**config.mk**
```make
export PLATFORM = sky130hd
export DESIGN_NAME = wav_header_chunk_parser_top
export DESIGN_NICKNAME = d
export VERILOG_FILES = /design/src/design/wavhp_pkg.sv /design/src/design/wavhp_div.sv /design/src/design/wav_header_chunk_parser_top.sv
export SDC_FILE = /design/constraint.sdc
export NUM_CORES = 1
export LEC_CHECK = 0
export BUFFER_PORTS_ARGS = -buffer_cell sky130_fd_sc_hd__buf_4
export CORE_MARGIN = 5
export CORE_UTILIZATION = 25
export CTS_BUF_LIST = sky130_fd_sc_hd__clkbuf_8
export DETAILED_ROUTE_END_ITERATION = 8
export SLEW_MARGIN = 20
export SYNTH_ARGS = -nofsm -noshare
export SYNTH_HDL_FRONTEND = slang
export SYNTH_HIERARCHICAL = 1
export SYNTH_SLANG_ARGS = --single-unit
```
**constraint.sdc**
```tcl
create_clock -name clock -period 13.1 [get_ports clock]
set_input_delay 2.62 -clock clock [delete_from_list [all_inputs] [get_ports clock]]
set_output_delay 2.62 -clock clock [all_outputs]
set_load 0.005 [all_outputs]
```
**src/design/wavhp_pkg.sv**
```systemverilog
// ---------------------------------------------------------------------------
// WAV header parser package
// Chunk ids, field offsets, phase encoding and divider interface types
// ---------------------------------------------------------------------------
`default_nettype none

package wavhp_pkg;

   // widths of the sample-count division
   localparam int unsigned DIVIDEND_W = 32;
   localparam int unsigned DIVISOR_W  = 29;   // (16-bit bits / 8) x 16-bit channels
   localparam int unsigned QCNT_W     = 5;    // one quotient bit per cycle

   // chunk ids, first byte in the low bits
   localparam logic [31:0] ID_FMT  = 32'h2074_6D66;
   localparam logic [31:0] ID_DATA = 32'h6174_6164;

   // stream layout
   localparam logic [31:0] PREAMBLE_LEN = 32'd12;
   localparam logic [31:0] FMT_BODY_LEN = 32'd16;
   localparam logic [2:0]  HDR_LAST     = 3'd7;

   // byte offsets inside the fmt body
   localparam logic [3:0] FMT_CH_LO   = 4'd2;
   localparam logic [3:0] FMT_CH_HI   = 4'd3;
   localparam logic [3:0] FMT_RATE_0  = 4'd4;
   localparam logic [3:0] FMT_RATE_1  = 4'd5;
   localparam logic [3:0] FMT_RATE_2  = 4'd6;
   localparam logic [3:0] FMT_RATE_3  = 4'd7;
   localparam logic [3:0] FMT_BITS_LO = 4'd14;
   localparam logic [3:0] FMT_BITS_HI = 4'd15;

   // header byte positions
   localparam logic [2:0] HDR_ID_0   = 3'd0;
   localparam logic [2:0] HDR_ID_1   = 3'd1;
   localparam logic [2:0] HDR_ID_2   = 3'd2;
   localparam logic [2:0] HDR_ID_3   = 3'd3;
   localparam logic [2:0] HDR_SIZE_0 = 3'd4;
   localparam logic [2:0] HDR_SIZE_1 = 3'd5;
   localparam logic [2:0] HDR_SIZE_2 = 3'd6;

   typedef enum logic [6:0] {
      PH_PREAMBLE = 7'b000_0001,
      PH_HEADER   = 7'b000_0010,
      PH_FMT      = 7'b000_0100,
      PH_SKIP     = 7'b000_1000,
      PH_DONE     = 7'b001_0000,
      PH_MUL      = 7'b010_0000,
      PH_DIV      = 7'b100_0000
   } phase_type;

   typedef struct packed {
      logic                  start;
      logic [DIVIDEND_W-1:0] dividend;
      logic [DIVISOR_W-1:0]  divisor;
   } div_req_type;

   typedef struct packed {
      logic                  busy;
      logic [DIVIDEND_W-1:0] quotient;
   } div_rsp_type;

endpackage

`default_nettype wire

```
**src/design/wavhp_div.sv**
```systemverilog
// ---------------------------------------------------------------------------
// WAV header parser divider
// Restoring unsigned divider, one quotient bit per cycle
// ---------------------------------------------------------------------------
`default_nettype none

module wavhp_div (
   input  logic                   clock,
   input  logic                   reset,
   input  wavhp_pkg::div_req_type div_req,
   output wavhp_pkg::div_rsp_type div_rsp
);
   import wavhp_pkg::*;

   logic                  busy_ff, busy_in;
   logic [QCNT_W-1:0]     cnt_ff, cnt_in;
   logic [DIVISOR_W:0]    rem_ff, rem_in;
   logic [DIVIDEND_W-1:0] quo_ff, quo_in;
   logic [DIVISOR_W-1:0]  dvs_ff, dvs_in;
   logic [DIVISOR_W+1:0]  rem_sh;
   logic [DIVISOR_W+1:0]  rem_diff;
   logic                  fits;

   // shift in the next dividend bit and trial-subtract
   assign rem_sh   = {rem_ff, quo_ff[DIVIDEND_W-1]};
   assign rem_diff = rem_sh - {2'b00, dvs_ff};
   assign fits     = (rem_sh >= {2'b00, dvs_ff});

   always_comb begin
      busy_in = busy_ff;
      cnt_in  = cnt_ff;
      rem_in  = rem_ff;
      quo_in  = quo_ff;
      dvs_in  = dvs_ff;
      if (div_req.start) begin
         busy_in = 1'b1;
         cnt_in  = '1;
         rem_in  = '0;
         quo_in  = div_req.dividend;
         dvs_in  = div_req.divisor;
      end else if (busy_ff) begin
         rem_in = fits ? rem_diff[DIVISOR_W:0] : rem_sh[DIVISOR_W:0];
         quo_in = {quo_ff[DIVIDEND_W-2:0], fits};
         cnt_in = cnt_ff - QCNT_W'(1);
         if (cnt_ff == '0) begin
            busy_in = 1'b0;
         end
      end
   end

   always_ff @(posedge clock) begin
      if (reset) begin
         busy_ff <= 1'b0;
         cnt_ff  <= '0;
      end else begin
         busy_ff <= busy_in;
         cnt_ff  <= cnt_in;
      end
   end

   // datapath, no reset
   always_ff @(posedge clock) begin
      rem_ff <= rem_in;
      quo_ff <= quo_in;
      dvs_ff <= dvs_in;
   end

   assign div_rsp.busy     = busy_ff;
   assign div_rsp.quotient = quo_ff;

endmodule

`default_nettype wire

```
**src/design/wav_header_chunk_parser_top.sv**
```systemverilog
// Header bytes, fmt bytes and skipped bytes are taken one per cycle unless
// the output stalls. After the last size byte of a data chunk header, the
// frame-size multiply is registered, the divider is loaded, 32 divider
// steps run and the result register is loaded; input is held off meanwhile.
// A stream-end result is registered in the cycle after the last byte.
// Synchronous active-high reset returns to the preamble with zeroed fmt fields.
// ---------------------------------------------------------------------------
// WAV header parser top level
// Walks RIFF chunks byte by byte, keeps fmt fields, reports the sample count
// ---------------------------------------------------------------------------
`default_nettype none

module wav_header_chunk_parser_top (
   input  logic        clock,
   input  logic        reset,
   input  logic        req_valid,
   output logic        req_stall,
   input  logic [7:0]  req_byte_req,
   input  logic        req_last_byte,
   output logic        rsp_valid,
   input  logic        rsp_stall,
   output logic [31:0] rsp_sample_rate,
   output logic [15:0] rsp_channels,
   output logic [15:0] rsp_bits_per_sample,
   output logic [31:0] rsp_num_samples,
   output logic        rsp_end_reason
);
   import wavhp_pkg::*;

   phase_type            phase_ff, phase_in;
   logic [31:0]          cnt_ff, cnt_in;
   logic [31:0]          chunk_id_ff, chunk_id_in;
   logic [31:0]          chunk_size_ff, chunk_size_in;
   logic [31:0]          held_rate_ff, held_rate_in;
   logic [15:0]          held_ch_ff, held_ch_in;
   logic [15:0]          held_bits_ff, held_bits_in;
   logic                 last_pend_ff, last_pend_in;
   logic                 div_go_ff, div_go_in;
   logic [DIVISOR_W-1:0] divisor_ff, divisor_in;

   logic                 rsp_valid_ff, rsp_valid_in;
   logic [31:0]          rsp_rate_ff, rsp_rate_in;
   logic [15:0]          rsp_ch_ff, rsp_ch_in;
   logic [15:0]          rsp_bits_ff, rsp_bits_in;
   logic [31:0]          rsp_num_ff, rsp_num_in;
   logic                 rsp_reason_ff, rsp_reason_in;

   div_req_type          div_req;
   div_rsp_type          div_rsp;

   logic                 accept;
   logic                 out_free;
   logic                 in_parse;
   logic                 emit_data;
   logic [31:0]          cnt_inc;
   logic [31:0]          cnt_dec;
   logic [31:0]          size_full;

   // handshake
   assign out_free  = !rsp_valid_ff || !rsp_stall;
   assign in_parse  = (phase_ff == PH_PREAMBLE) || (phase_ff == PH_HEADER) ||
                      (phase_ff == PH_FMT) || (phase_ff == PH_SKIP) ||
                      (phase_ff == PH_DONE);
   assign req_stall = !(in_parse && out_free);
   assign accept    = req_valid && !req_stall;

   assign cnt_inc   = cnt_ff + 32'd1;
   assign cnt_dec   = (cnt_ff != '0) ? cnt_ff - 32'd1 : '0;
   assign size_full = {req_byte_req, chunk_size_ff[23:0]};

   // sample-count divider
   wavhp_div u_div (
      .clock   (clock),
      .reset   (reset),
      .div_req (div_req),
      .div_rsp (div_rsp)
   );

   // chunk walker and result sequencing
   always_comb begin
      phase_in      = phase_ff;
      cnt_in        = cnt_ff;
      chunk_id_in   = chunk_id_ff;
      chunk_size_in = chunk_size_ff;
      held_rate_in  = held_rate_ff;
      held_ch_in    = held_ch_ff;
      held_bits_in  = held_bits_ff;
      last_pend_in  = last_pend_ff;
      div_go_in     = div_go_ff;
      divisor_in    = divisor_ff;
      rsp_valid_in  = rsp_valid_ff && rsp_stall;
      rsp_rate_in   = rsp_rate_ff;
      rsp_ch_in     = rsp_ch_ff;
      rsp_bits_in   = rsp_bits_ff;
      rsp_num_in    = rsp_num_ff;
      rsp_reason_in = rsp_reason_ff;
      emit_data     = 1'b0;
      div_req.start    = 1'b0;
      div_req.dividend = chunk_size_ff;
      div_req.divisor  = divisor_ff;

      unique case (phase_ff)
         PH_PREAMBLE: begin
            if (accept) begin
               cnt_in = cnt_inc;
               if (cnt_inc >= PREAMBLE_LEN) begin
                  phase_in = PH_HEADER;
                  cnt_in   = '0;
               end
            end
         end
         PH_HEADER: begin
            if (accept) begin
               cnt_in = cnt_inc;
               case (cnt_ff[2:0])
                  HDR_ID_0:   chunk_id_in[7:0]     = req_byte_req;
                  HDR_ID_1:   chunk_id_in[15:8]    = req_byte_req;
                  HDR_ID_2:   chunk_id_in[23:16]   = req_byte_req;
                  HDR_ID_3:   chunk_id_in[31:24]   = req_byte_req;
                  HDR_SIZE_0: chunk_size_in[7:0]   = req_byte_req;
                  HDR_SIZE_1: chunk_size_in[15:8]  = req_byte_req;
                  HDR_SIZE_2: chunk_size_in[23:16] = req_byte_req;
                  default:    chunk_size_in        = size_full;
               endcase
               if (cnt_ff[2:0] == HDR_LAST) begin
                  cnt_in = '0;
                  if (chunk_id_ff == ID_FMT) begin
                     phase_in     = PH_FMT;
                     held_rate_in = '0;
                     held_ch_in   = '0;
                     held_bits_in = '0;
                  end else if (chunk_id_ff == ID_DATA) begin
                     phase_in     = PH_MUL;
                     last_pend_in = req_last_byte;
                     emit_data    = 1'b1;
                  end else if (size_full != '0) begin
                     phase_in = PH_SKIP;
                     cnt_in   = size_full;
                  end
               end
            end
         end
         PH_FMT: begin
            if (accept) begin
               cnt_in = cnt_inc;
               case (cnt_ff[3:0])
                  FMT_CH_LO:   held_ch_in[7:0]      = req_byte_req;
                  FMT_CH_HI:   held_ch_in[15:8]     = req_byte_req;
                  FMT_RATE_0:  held_rate_in[7:0]    = req_byte_req;
                  FMT_RATE_1:  held_rate_in[15:8]   = req_byte_req;
                  FMT_RATE_2:  held_rate_in[23:16]  = req_byte_req;
                  FMT_RATE_3:  held_rate_in[31:24]  = req_byte_req;
                  FMT_BITS_LO: held_bits_in[7:0]    = req_byte_req;
                  FMT_BITS_HI: held_bits_in[15:8]   = req_byte_req;
                  default:     ;
               endcase
               if (cnt_ff[3:0] == FMT_BITS_HI) begin
                  if (chunk_size_ff > FMT_BODY_LEN) begin
                     phase_in = PH_SKIP;
                     cnt_in   = chunk_size_ff - FMT_BODY_LEN;
                  end else begin
                     phase_in = PH_HEADER;
                     cnt_in   = '0;
                  end
               end
            end
         end
         PH_SKIP: begin
            if (accept) begin
               cnt_in = cnt_dec;
               if (cnt_dec == '0) begin
                  phase_in = PH_HEADER;
               end
            end
         end
         PH_DONE: begin
         end
         PH_MUL: begin
            // bytes per frame, registered ahead of the divider
            divisor_in = DIVISOR_W'({16'd0, held_bits_ff[15:3]} *
                                    {13'd0, held_ch_ff});
            phase_in   = PH_DIV;
            div_go_in  = 1'b0;
         end
         PH_DIV: begin
            if (!div_go_ff) begin
               div_req.start = 1'b1;
               div_go_in     = 1'b1;
            end else if (!div_rsp.busy && out_free) begin
               rsp_valid_in  = 1'b1;
               rsp_rate_in   = held_rate_ff;
               rsp_ch_in     = held_ch_ff;
               rsp_bits_in   = held_bits_ff;
               rsp_num_in    = (divisor_ff == '0) ? '0 : div_rsp.quotient;
               rsp_reason_in = 1'b0;
               div_go_in     = 1'b0;
               phase_in      = PH_DONE;
               if (last_pend_ff) begin
                  phase_in      = PH_PREAMBLE;
                  cnt_in        = '0;
                  chunk_id_in   = '0;
                  chunk_size_in = '0;
                  held_rate_in  = '0;
                  held_ch_in    = '0;
                  held_bits_in  = '0;
                  last_pend_in  = 1'b0;
               end
            end
         end
         default: phase_in = PH_DONE;
      endcase

      // last byte: report what was found unless already done, then start over
      if (accept && req_last_byte && !emit_data) begin
         if (phase_ff != PH_DONE) begin
            rsp_valid_in  = 1'b1;
            rsp_rate_in   = held_rate_in;
            rsp_ch_in     = held_ch_in;
            rsp_bits_in   = held_bits_in;
            rsp_num_in    = '0;
            rsp_reason_in = 1'b1;
         end
         phase_in      = PH_PREAMBLE;
         cnt_in        = '0;
         chunk_id_in   = '0;
         chunk_size_in = '0;
         held_rate_in  = '0;
         held_ch_in    = '0;
         held_bits_in  = '0;
      end
   end

   always_ff @(posedge clock) begin
      if (reset) begin
         phase_ff     <= PH_PREAMBLE;
         cnt_ff       <= '0;
         held_rate_ff <= '0;
         held_ch_ff   <= '0;
         held_bits_ff <= '0;
         last_pend_ff <= 1'b0;
         div_go_ff    <= 1'b0;
         rsp_valid_ff <= 1'b0;
      end else begin
         phase_ff     <= phase_in;
         cnt_ff       <= cnt_in;
         held_rate_ff <= held_rate_in;
         held_ch_ff   <= held_ch_in;
         held_bits_ff <= held_bits_in;
         last_pend_ff <= last_pend_in;
         div_go_ff    <= div_go_in;
         rsp_valid_ff <= rsp_valid_in;
      end
   end

   // payload registers, no reset
   always_ff @(posedge clock) begin
      chunk_id_ff   <= chunk_id_in;
      chunk_size_ff <= chunk_size_in;
      divisor_ff    <= divisor_in;
      rsp_rate_ff   <= rsp_rate_in;
      rsp_ch_ff     <= rsp_ch_in;
      rsp_bits_ff   <= rsp_bits_in;
      rsp_num_ff    <= rsp_num_in;
      rsp_reason_ff <= rsp_reason_in;
   end

   assign rsp_valid           = rsp_valid_ff;
   assign rsp_sample_rate     = rsp_rate_ff;
   assign rsp_channels        = rsp_ch_ff;
   assign rsp_bits_per_sample = rsp_bits_ff;
   assign rsp_num_samples     = rsp_num_ff;
   assign rsp_end_reason      = rsp_reason_ff;

endmodule

`default_nettype wire

```
==> metrics.cfg, run 1 <==
[synthesis]
syn_nets=3361
syn_inst=3077
yosysWarningCount=6
synth_seq_cells=393
synth_edf_count=90
synthesis.area_per_instance_um2=8.708
synth_ff_type=dfxtp_1
yosysSeqAreaShare_pct=32.72
synth.distinct_cells=96
synth_top_area_share_pct=22.64
yosys.area.top_type=dfxtp_1
ys_async_sr_fraction_pct=0
synth_area_um2=26800
ys_top_cells_by_area=dfxtp_1, fa_1, edfxtp_1

[run_status]
status=finished, final reports clean

[final_layout]
final_cell_mix=nor2_1, inv_1, dfxtp_1, nand2_1, fa_1
layout_commonest_cell=nor2_1
final_util_pct=28.34
fin_nets=3356
design_area_um2=30260
stdcell_count=4530
drive_above_1_share_pct=9.949
syn_to_final_growth_pct=12.92
fillers=11290

[worst_setup_path]
crit_fanout=15
r2r_slack_ns=7.07
cp.required_ns=13.63
critPathBufInv=4
arrival_ns=6.57
max_stage_delay_ns=0.54
crit_slowest_cell=fa_1
startpoint_type=register
cp_top_family=adder cells
endpoint_kind=register
cpMostUsedCell=fa_1
worstSetupPathType=reg -> reg
worstPathCellList=and2_1 > fa_1 > inv_1 > fa_1 > inv_1 > fa_1 > fa_1 > inv_1 > fa_1 > inv_1 > ha_1 > a211o_1 > o311a_1 > o21ai_0 > a21o_1 > a311o_1 > nand3_1 > a2111oi_0 > nand4bb_1

[placed_design]
dp_cells=4404
numPortBuffers=111
post_dp_cell_area_um2=28760
gp_congestion=0.9155
dp_hpwl_mm=59.79

[cts]
cts_sinks=393
cts_resized=0
cts-hold-fix-buffers=0
cts_buffers=69
tritoncts=yes
htree_levels=3
cts_root_buf=clkbuf_8
clkSlewWorstSetupHoldPaths_ns=0.06
clock_latency_ns=0.68
cts_setup_buffers=0
clockBufferDepth=3

[sta]
slew_violations=0
setup_violations=0
fmax_ghz=0.1657
worst_pin_slew_ns=1.056
period_share_pct=46.07
relSlewSlack_pct=29.63
hold_violations=0
period_minus_slack_ns=6.035
rsz0062_at_grt=false
clock_skew_ns=0.02605
setup_tns_ns=0

[routing]
vias=22720
drt-initial-drc-count=1950
viasPerCell=5.015
wl_per_cell_um=18.11
postRouteAntennaNets=0
wl_mm=82.05
firstDrtPassIters=5
post-route-drc-count=0

[min_path]
hold_path_class=reg -> reg

[global_route]
grt_pass1_vias=21910
grt_pass1_wl_mm=128.6
track_usage_pct=14.07
antenna_found_initial=1
grt_max_degree=79
overflow=0

[floorplanning]
dieWidth_um=337.4
io_pins=112
design.core.area_um2=106800
rows=120
die_h_um=337.4
start_util_pct=25.10
die_area_um2=113800

[power_and_ir_drop]
pwr_density_cell_nw_per_um2=136.6
power_mw=4.133
ir_drop_mv=0.1203
leakagePower_nw=12.33

[run]
cap_violations=0

flip-flops by register name, indices dropped and copies added (netlist names), 29 cells and up:
| signal | flops |
|---|---|
| divisor_ff | 29 |
| held_rate_ff | 32 |
| rsp_sample_rate | 32 |
| u_div/rem_ff | 30 |
| cnt_ff | 32 |
| chunk_size_ff | 32 |
| rsp_num_samples | 32 |
| u_div/dvs_ff | 29 |
| chunk_id_ff | 32 |
| u_div/quo_ff | 32 |
synth_stat cells, drive strengths merged, types with 10 or more instances:
cell type and instances:
a211oi 14, a21o 32, a21oi 125, a221o 51
a221oi 10, a22oi 125, a311oi 25, a31oi 22
and2 116, and3 22, buf 58, clkbuf 156
dfxtp 303, edfxtp 90, fa 155, ha 116
inv 296, mux2 32, mux2i 61, nand2 279
nand2b 14, nand3 71, nand4 33, nor2 350
nor2b 11, nor3 64, nor4 39, nor4b 11
o211ai 13, o21a 14, o21ai 99, or2 10
or3 20, or4 13, xnor2 54, xor2 34
worst paths after layout:
check	startpoint	endpoint	depth (start not counted)
max reg2reg	held_ch_ff[7]	divisor_ff[27]	19
max	held_ch_ff[7]	divisor_ff[27]	19
min	divisor_ff[9]	u_div/dvs_ff[9]	0
min reg2reg	divisor_ff[9]	u_div/dvs_ff[9]	0
power by group:
part           switching (mW)  internal (mW)  leakage (nW)  total, mW
Sequential              0.130           1.31          3.11       1.44
Clock                   0.550          0.689         0.832       1.24
Combinational           0.985          0.470          8.39       1.46
Total                    1.67           2.47          12.3       4.13
layout make-up:
class	count	area, µm²	area share [%]
multi-input combinational	2174	16090	53.17
sequential	393	8770	28.98
tap	1403	1755	5.802
clock buffer	81	1115	3.684
inverter	296	1111	3.672
timing repair buffer	138	1036	3.424
clock inverter	44	380.4	1.257
antenna	1	2.502	0.008270
routing by layer:
layer / track usage (%) / wire (µm) / vias to the layer above
li1: - / - / 10740
met1: 19.67 / 38020 / 11060
met2: 22.06 / 36320 / 782
met3: 2.792 / 5497 / 143
met4: 4.152 / 2209 / 0
met5: 0 / 0 / -
per-stage QoR:
step / hold WS [ns] / worst slack (ns)
global route: 0.4610 / 6.635
CTS: 0.4441 / 7.085
global placement: 0.4323 / 7.094
floorplan: 0.4268 / 7.583
finish: 0.4428 / 7.065
detailed placement: 0.4386 / 7.076
cell families after synthesis:
family | after synthesis | share of synthesized area (%)
muxes | 93 | 3.623
buffers and inverters | 510 | 7.410
adders and majority gates | 271 | 17.00
and+or+nand+nor | 1091 | 19.62
AOI/OAI and AO/OA | 631 | 16.75
DFF | 393 | 32.72
xor gates and xnor gates | 88 | 2.876
Power figures use the tool's default switching activity.
==> inputs of run 2 (changes only) <==
==> constraint.sdc (replaced) <==
create_clock -name clock -period 6 [get_ports clock]
set_input_delay 1.2 -clock clock [delete_from_list [all_inputs] [get_ports clock]]
set_output_delay 1.2 -clock clock [all_outputs]
set_load 0.005 [all_outputs]
==> run 2 against run 1 <==
First-iteration DRC count decreased by 4.7%. Cell area increased by 0.44%. Worst setup slack got worse by 6.8 ns.
==> metrics.cfg, run 2 (same netlist as run 1, synthesis figures left out) <==
[global_route]
overflow=0  ; unchanged
antenna_found_initial=1  ; unchanged
grt_pass1_vias=22180  ; was 21910
track_usage_pct=14.11  ; was 14.07%
grt_max_degree=92  ; was 79
grt_pass1_wl_mm=128.5  ; was 128.6 mm

[worst_setup_path]
cpMostUsedCell=fa_1  ; unchanged
crit_path_end=divisor_ff[27]  ; unchanged
arrival_ns=6.23  ; was 6.57 ns
critPathLaunch=held_bits_ff[6]  ; was held_ch_ff[7]
rr_worst_depth=20  ; was 19
crit_slowest_cell=fa_1  ; unchanged
r2r_end=divisor_ff[27]  ; unchanged
max_stage_delay_ns=0.54  ; about the same
r2r_slack_ns=0.27  ; was 7.07 ns
worstSetupPathType=reg -> reg  ; unchanged
endpoint_kind=register  ; unchanged
reg2reg_from=held_bits_ff[6]  ; was held_ch_ff[7]
crit_fanout=10  ; was 15
cp.required_ns=6.50  ; was 13.63 ns
startpoint_type=register  ; unchanged
worstPathCellList=buf_4 > and2_1 > fa_1 > inv_1 > fa_1 > inv_1 > fa_1 > fa_1 > inv_1 > fa_1 > inv_1 > ha_1 > a211o_1 > o311a_1 > o21ai_2 > a21o_1 > a311o_1 > nand3_1 > a2111oi_1 > nand4bb_1  ; was and2_1 > fa_1 > inv_1 > fa_1 > inv_1 > fa_1 > fa_1 > inv_1 > fa_1 > inv_1 > ha_1 > a211o_1 > o311a_1 > o21ai_0 > a21o_1 > a311o_1 > nand3_1 > a2111oi_0 > nand4bb_1

[final_layout]
final_cell_mix=nor2_1, inv_1, dfxtp_1, nand2_1, buf_4  ; was nor2_1, inv_1, dfxtp_1, nand2_1, fa_1
drive_above_1_share_pct=10.85  ; was 9.949%
final_util_pct=28.47  ; was 28.34%
fin_nets=3397  ; was 3356
layout_commonest_cell=nor2_1  ; unchanged
syn_to_final_growth_pct=13.42  ; was 12.92%
fillers=11280  ; was 11290

[floorplanning]
die_h_um=337.4  ; unchanged
design.core.area_um2=106800  ; unchanged
start_util_pct=25.10  ; unchanged
io_pins=112  ; unchanged
rows=120  ; unchanged
die_area_um2=113800  ; unchanged
dieWidth_um=337.4  ; unchanged

[routing]
viasPerCell=5.003  ; was 5.015
drt-initial-drc-count=1858  ; was 1950
wl_per_cell_um=17.92  ; was 18.11 µm
route.top_layer_used=met4  ; unchanged
firstDrtPassIters=5  ; unchanged
wl_mm=81.83  ; was 82.05 mm
post-route-drc-count=0  ; unchanged
met2_length_mm=36.13  ; was 36.32 mm
vias=22840  ; was 22720
postRouteAntennaNets=0  ; unchanged
dr_wl_met3_mm=6.620  ; was 5.497 mm
wl_met1_mm=36.86  ; was 38.02 mm

[min_path]
hold_path_class=reg -> reg  ; unchanged

[run_status]
status=finished, final reports clean  ; unchanged

[cts]
clkSlewWorstSetupHoldPaths_ns=0.06  ; about the same
cts-hold-fix-buffers=0  ; unchanged
clock_latency_ns=0.68  ; about the same
cts_root_buf=clkbuf_8  ; unchanged
tritoncts=yes  ; unchanged
cts_setup_buffers=0  ; unchanged
clockBufferDepth=3  ; unchanged
htree_levels=3  ; unchanged
cts_buffers=68  ; was 69
cts_resized=0  ; unchanged
cts_sinks=393  ; unchanged

[sta]
clock_skew_ns=0.04940  ; was 0.02605 ns
period_minus_slack_ns=5.735  ; was 6.035 ns
period_share_pct=95.58  ; was 46.07%
rsz0062_at_grt=false  ; unchanged
fmax_ghz=0.1744  ; was 0.1657 GHz
worst_pin_slew_ns=1.081  ; was 1.056 ns
setup_violations=0  ; unchanged
hold_violations=0  ; unchanged
worst_slack_ns=0.2654  ; was 7.065 ns
slew_violations=0  ; unchanged
relSlewSlack_pct=27.88  ; was 29.63%
setup_tns_ns=0  ; unchanged

[run]
cap_violations=0  ; unchanged

[power_and_ir_drop]
leakagePower_nw=12.51  ; was 12.33 nW
ir_drop_mv=0.1926  ; was 0.1203 mV
pwr_density_cell_nw_per_um2=288.7  ; was 136.6 nW/µm²

[placed_design]
dp_slack_ns=0.1247  ; was 7.076 ns
gp_congestion=0.9150  ; was 0.9155
numPortBuffers=111  ; unchanged
dp_hpwl_mm=60.01  ; was 59.79 mm

[run 2: cell types whose count changed in the layout (fill, tap and decap cells not counted), sizes merged]
| cell | delta |
|---|---|
| clkbuf | -9 |
| clkinvlp | -3 |
| bufinv | -3 |
| inv | +11 |
| buf | +42 |
| clkinv | -3 |
[run 2: how the worst min path moves through the flow]
| stage | from | end | slack [ns] | cells past startpoint |
|---|---|---|---|---|
| after floorplan | divisor_ff[15] | u_div/dvs_ff[15] | 0.43 | 0 |
| after global placement | divisor_ff[10] | u_div/dvs_ff[10] | 0.43 | 0 |
| after detailed placement | divisor_ff[18] | u_div/dvs_ff[18] | 0.44 | 0 |
| after CTS | divisor_ff[22] | u_div/dvs_ff[22] | 0.44 | 0 |
| after global routing | divisor_ff[17] | u_div/dvs_ff[17] | 0.46 | 0 |
| final | divisor_ff[22] | u_div/dvs_ff[22] | 0.45 | 0 |
[run 2: area by class of cell]
| type | instances | area [µm²] | area share [%] |
|---|---|---|---|
| Timing Repair Buffer | 180 | 1371 | 4.512 |
| Sequential cell | 393 | 8772 | 28.86 |
| Multi-Input combinational cell | 2174 | 16100 | 52.98 |
| Clock buffer | 72 | 991.0 | 3.261 |
| Clock inverter | 46 | 286.5 | 0.9428 |
| Tap cell | 1403 | 1755 | 5.776 |
| Inverter | 296 | 1111 | 3.656 |
| Antenna cell | 1 | 2.502 | 0.008234 |
[run 2: metal layers]
metal,vias to the layer above,track usage [%]
li1,10790,-
met5,-,0
met2,779,21.92
met3,139,3.938
met4,0,4.116
met1,11130,19.19
[run 2: worst max-delay path, delay by kind of cell (launching register included)]
kind / cells / cell delay, ns
buffers and inverters: 5 / 0.37
and+or+nand+nor: 3 / 0.49
adders and majority gates: 6 / 2.88
DFF: 1 / 0.33
AOI/OAI and AO/OA: 6 / 1.50
[run 2: per-stage QoR]
step	cells	cell area (µm²)	hold WS, ns	power (mW)
finish	4565	30390	0.4497	8.774
global route	4565	30390	0.4590	9.232
CTS	4563	30340	0.4449	8.727
detailed placement	4445	29060	0.4358	6.294
global placement	4445	29060	0.4313	6.284
floorplan	3077	26800	0.4268	5.338
[run 2: power breakdown]
group / internal, mW / switching (mW) / leakage [nW]
registers: 2.86 / 0.276 / 3.12
clock network: 1.24 / 1.16 / 0.772
logic: 1.07 / 2.17 / 8.62
==> inputs of run 3 (changes only) <==
--- a/config.mk
+++ b/config.mk
@@ -6,7 +6,6 @@
 export NUM_CORES = 1
 export LEC_CHECK = 0
 export BUFFER_PORTS_ARGS = -buffer_cell sky130_fd_sc_hd__buf_4
-export CORE_MARGIN = 5
 export CORE_UTILIZATION = 25
 export CTS_BUF_LIST = sky130_fd_sc_hd__clkbuf_8
 export DETAILED_ROUTE_END_ITERATION = 8
==> run 3 against run 2 <==
Utilization up 0.29 points. The flow now finishes with violations (DRC). Routed wire length increased by 0.56%. Worst setup slack better by 0.069 ns. Cell area about the same. Cell count shrank 0.28%. Count of clock-buffer cells in the layout increased by 8. Register-to-register slack better by 0.07 ns.
==> metrics.cfg, run 3 (same netlist as run 1, synthesis figures left out) <==
[floorplanning]
die_area_um2=108500  ; was 113800 µm²
start_util_pct=25.35  ; was 25.10%
dieWidth_um=329.4  ; was 337.4 µm
io_pins=112  ; unchanged
die_h_um=329.4  ; was 337.4 µm
design.core.area_um2=105700  ; was 106800 µm²
rows=119  ; was 120

[power_and_ir_drop]
leakagePower_nw=12.49  ; was 12.51 nW
pwr_density_cell_nw_per_um2=290.7  ; was 288.7 nW/µm²
ir_drop_mv=0.3064  ; was 0.1926 mV

[sta]
period_minus_slack_ns=5.666  ; was 5.735 ns
relSlewSlack_pct=33.40  ; was 27.88%
fin_hold_ws_ns=0.4409  ; was 0.4497 ns
worst_pin_slew_ns=0.9953  ; was 1.081 ns
period_share_pct=94.43  ; was 95.58%
rsz0062_at_grt=false  ; unchanged
setup_tns_ns=0  ; unchanged
slew_violations=0  ; unchanged
hold_violations=0  ; unchanged
fmax_ghz=0.1765  ; was 0.1744 GHz
clock_skew_ns=0.04218  ; was 0.04940 ns
setup_violations=0  ; unchanged

[run]
cap_violations=0  ; unchanged

[global_route]
grt_pass1_vias=22060  ; was 22180
antenna_found_initial=1  ; unchanged
grt_pass1_wl_mm=129.3  ; was 128.5 mm
overflow=0  ; unchanged
track_usage_pct=15.03  ; was 14.11%
grt_max_degree=66  ; was 92

[routing]
wl_per_cell_um=18.08  ; was 17.92 µm
viasPerCell=5.013  ; was 5.003
post-route-drc-count=9  ; was 0
firstDrtPassIters=8  ; was 5
drt-initial-drc-count=2233  ; was 1858
postRouteAntennaNets=0  ; unchanged
vias=22820  ; was 22840
wl_mm=82.29  ; was 81.83 mm

[placed_design]
dp_cells=4429  ; was 4445
gp_congestion=0.9438  ; was 0.9150
dp_hpwl_mm=60.61  ; was 60.01 mm
post_dp_cell_area_um2=29030  ; was 29060 µm²
numPortBuffers=111  ; unchanged

[worst_setup_path]
cp.required_ns=6.52  ; was 6.50 ns
startpoint_type=register  ; unchanged
crit_fanout=9  ; was 10
r2r_end=divisor_ff[27]  ; unchanged
max_stage_delay_ns=0.54  ; about the same
endpoint_kind=register  ; unchanged
worstPathCellList=buf_4 > and2_1 > fa_1 > inv_1 > fa_1 > inv_1 > fa_1 > fa_1 > inv_1 > fa_1 > inv_1 > ha_1 > a211o_1 > o311a_1 > o21ai_2 > a21o_1 > a311o_1 > nand3_1 > a2111oi_2 > nand4bb_1  ; was buf_4 > and2_1 > fa_1 > inv_1 > fa_1 > inv_1 > fa_1 > fa_1 > inv_1 > fa_1 > inv_1 > ha_1 > a211o_1 > o311a_1 > o21ai_2 > a21o_1 > a311o_1 > nand3_1 > a2111oi_1 > nand4bb_1
worstSetupPathType=reg -> reg  ; unchanged
r2r_slack_ns=0.33  ; was 0.27 ns
cp_top_family=adder cells  ; unchanged
crit_slowest_cell=fa_1  ; unchanged
critPathBufInv=5  ; unchanged
arrival_ns=6.19  ; was 6.23 ns
rr_worst_depth=20  ; unchanged
reg2reg_from=held_bits_ff[5]  ; was held_bits_ff[6]
cpMostUsedCell=fa_1  ; unchanged

[final_layout]
seqCellArea_um2=8771  ; was 8772 µm²
final_util_pct=28.76  ; was 28.47%
fin_nets=3393  ; was 3397
layout_commonest_cell=nor2_1  ; unchanged
drive_above_1_share_pct=10.95  ; was 10.85%
multi_input_area_um2=16100  ; about the same
fillers=11240  ; was 11280
stdcell_count=4552  ; was 4565
design_area_um2=30400  ; was 30390 µm²
syn_to_final_growth_pct=13.45  ; was 13.42%
final_cell_mix=nor2_1, inv_1, dfxtp_1, nand2_1, buf_4  ; unchanged

[run_status]
status=finished with violations  ; was finished, final reports clean
violations=DRC

[min_path]
holdPathEnd=u_div/dvs_ff[14]  ; was u_div/dvs_ff[22]
hold_depth=0  ; unchanged
min_from=divisor_ff[14]  ; was divisor_ff[22]
hold_path_class=reg -> reg  ; unchanged

[cts]
clock_latency_ns=0.68  ; about the same
cts_buffers=68  ; unchanged
htree_levels=3  ; unchanged
cts_sinks=393  ; unchanged
tritoncts=yes  ; unchanged
cts_root_buf=clkbuf_8  ; unchanged
clockBufferDepth=3  ; unchanged
clkSlewWorstSetupHoldPaths_ns=0.06  ; about the same

## run 3: changes by cell type in the layout (fill, tap and decap cells not counted), sizes merged
cell,before,now
inv,330,320
clkbuf,72,80
clkinv,8,14
buf,180,176
bufinv,3,2
## run 3: worst reg2reg max path, delay by kind of cell (launching register included)
family	cells	cell delay (ns)
simple gates	3	0.50
compound gates	6	1.45
buf+inv	5	0.37
fa+ha+maj	6	2.86
flops	1	0.34
## run 3: how the worst max path moves through the flow
stage	cells past startpoint	startpoint	endpoint	slack [ns]
floorplan	20	held_bits_ff[9]	divisor_ff[27]	0.48
global placement	19	held_bits_ff[4]	divisor_ff[28]	0.15
detailed placement	19	held_bits_ff[4]	divisor_ff[28]	0.07
CTS	19	held_bits_ff[4]	divisor_ff[28]	0.06
global route	20	held_bits_ff[5]	divisor_ff[27]	0.01
finish	20	held_bits_ff[5]	divisor_ff[27]	0.33
## run 3: layer usage
layer	track usage (%)	part of all wire (%)
met1	21.03	47
met2	23.79	45
met3	2.433	6.4
met4	4.136	2.1
met5	0	0
## run 3: repair_timing
item	in CTS	in global routing
resized for setup	0	8
endpoints found under the setup margin	0	4
hold buffers	0	0
buffers inserted	0	1
## run 3: layout make-up
cell class              instances  area share, %
repair buffers                176          4.387
clock buffers                  80          3.622
inverters                     296          3.655
diodes                          1       0.008231
clock inverters                41         0.7779
multi-input cells            2174          52.97
well taps                    1391          5.725
flip-flops and latches        393          28.85
## run 3: per-stage QoR
step	worst slack (ns)	power, mW
final	0.3345	8.838
after global routing	0.009717	9.297
after CTS	0.05771	8.828
after detailed placement	0.06596	6.329
after global placement	0.1536	6.316
after floorplan	0.4831	5.338
## run 3: report_power, final
group          total, mW  switching, mW  internal [mW]
registers           3.13          0.278           2.86
clock network       2.46           1.16           1.30
logic               3.24           2.21           1.04
total               8.84           3.64           5.19
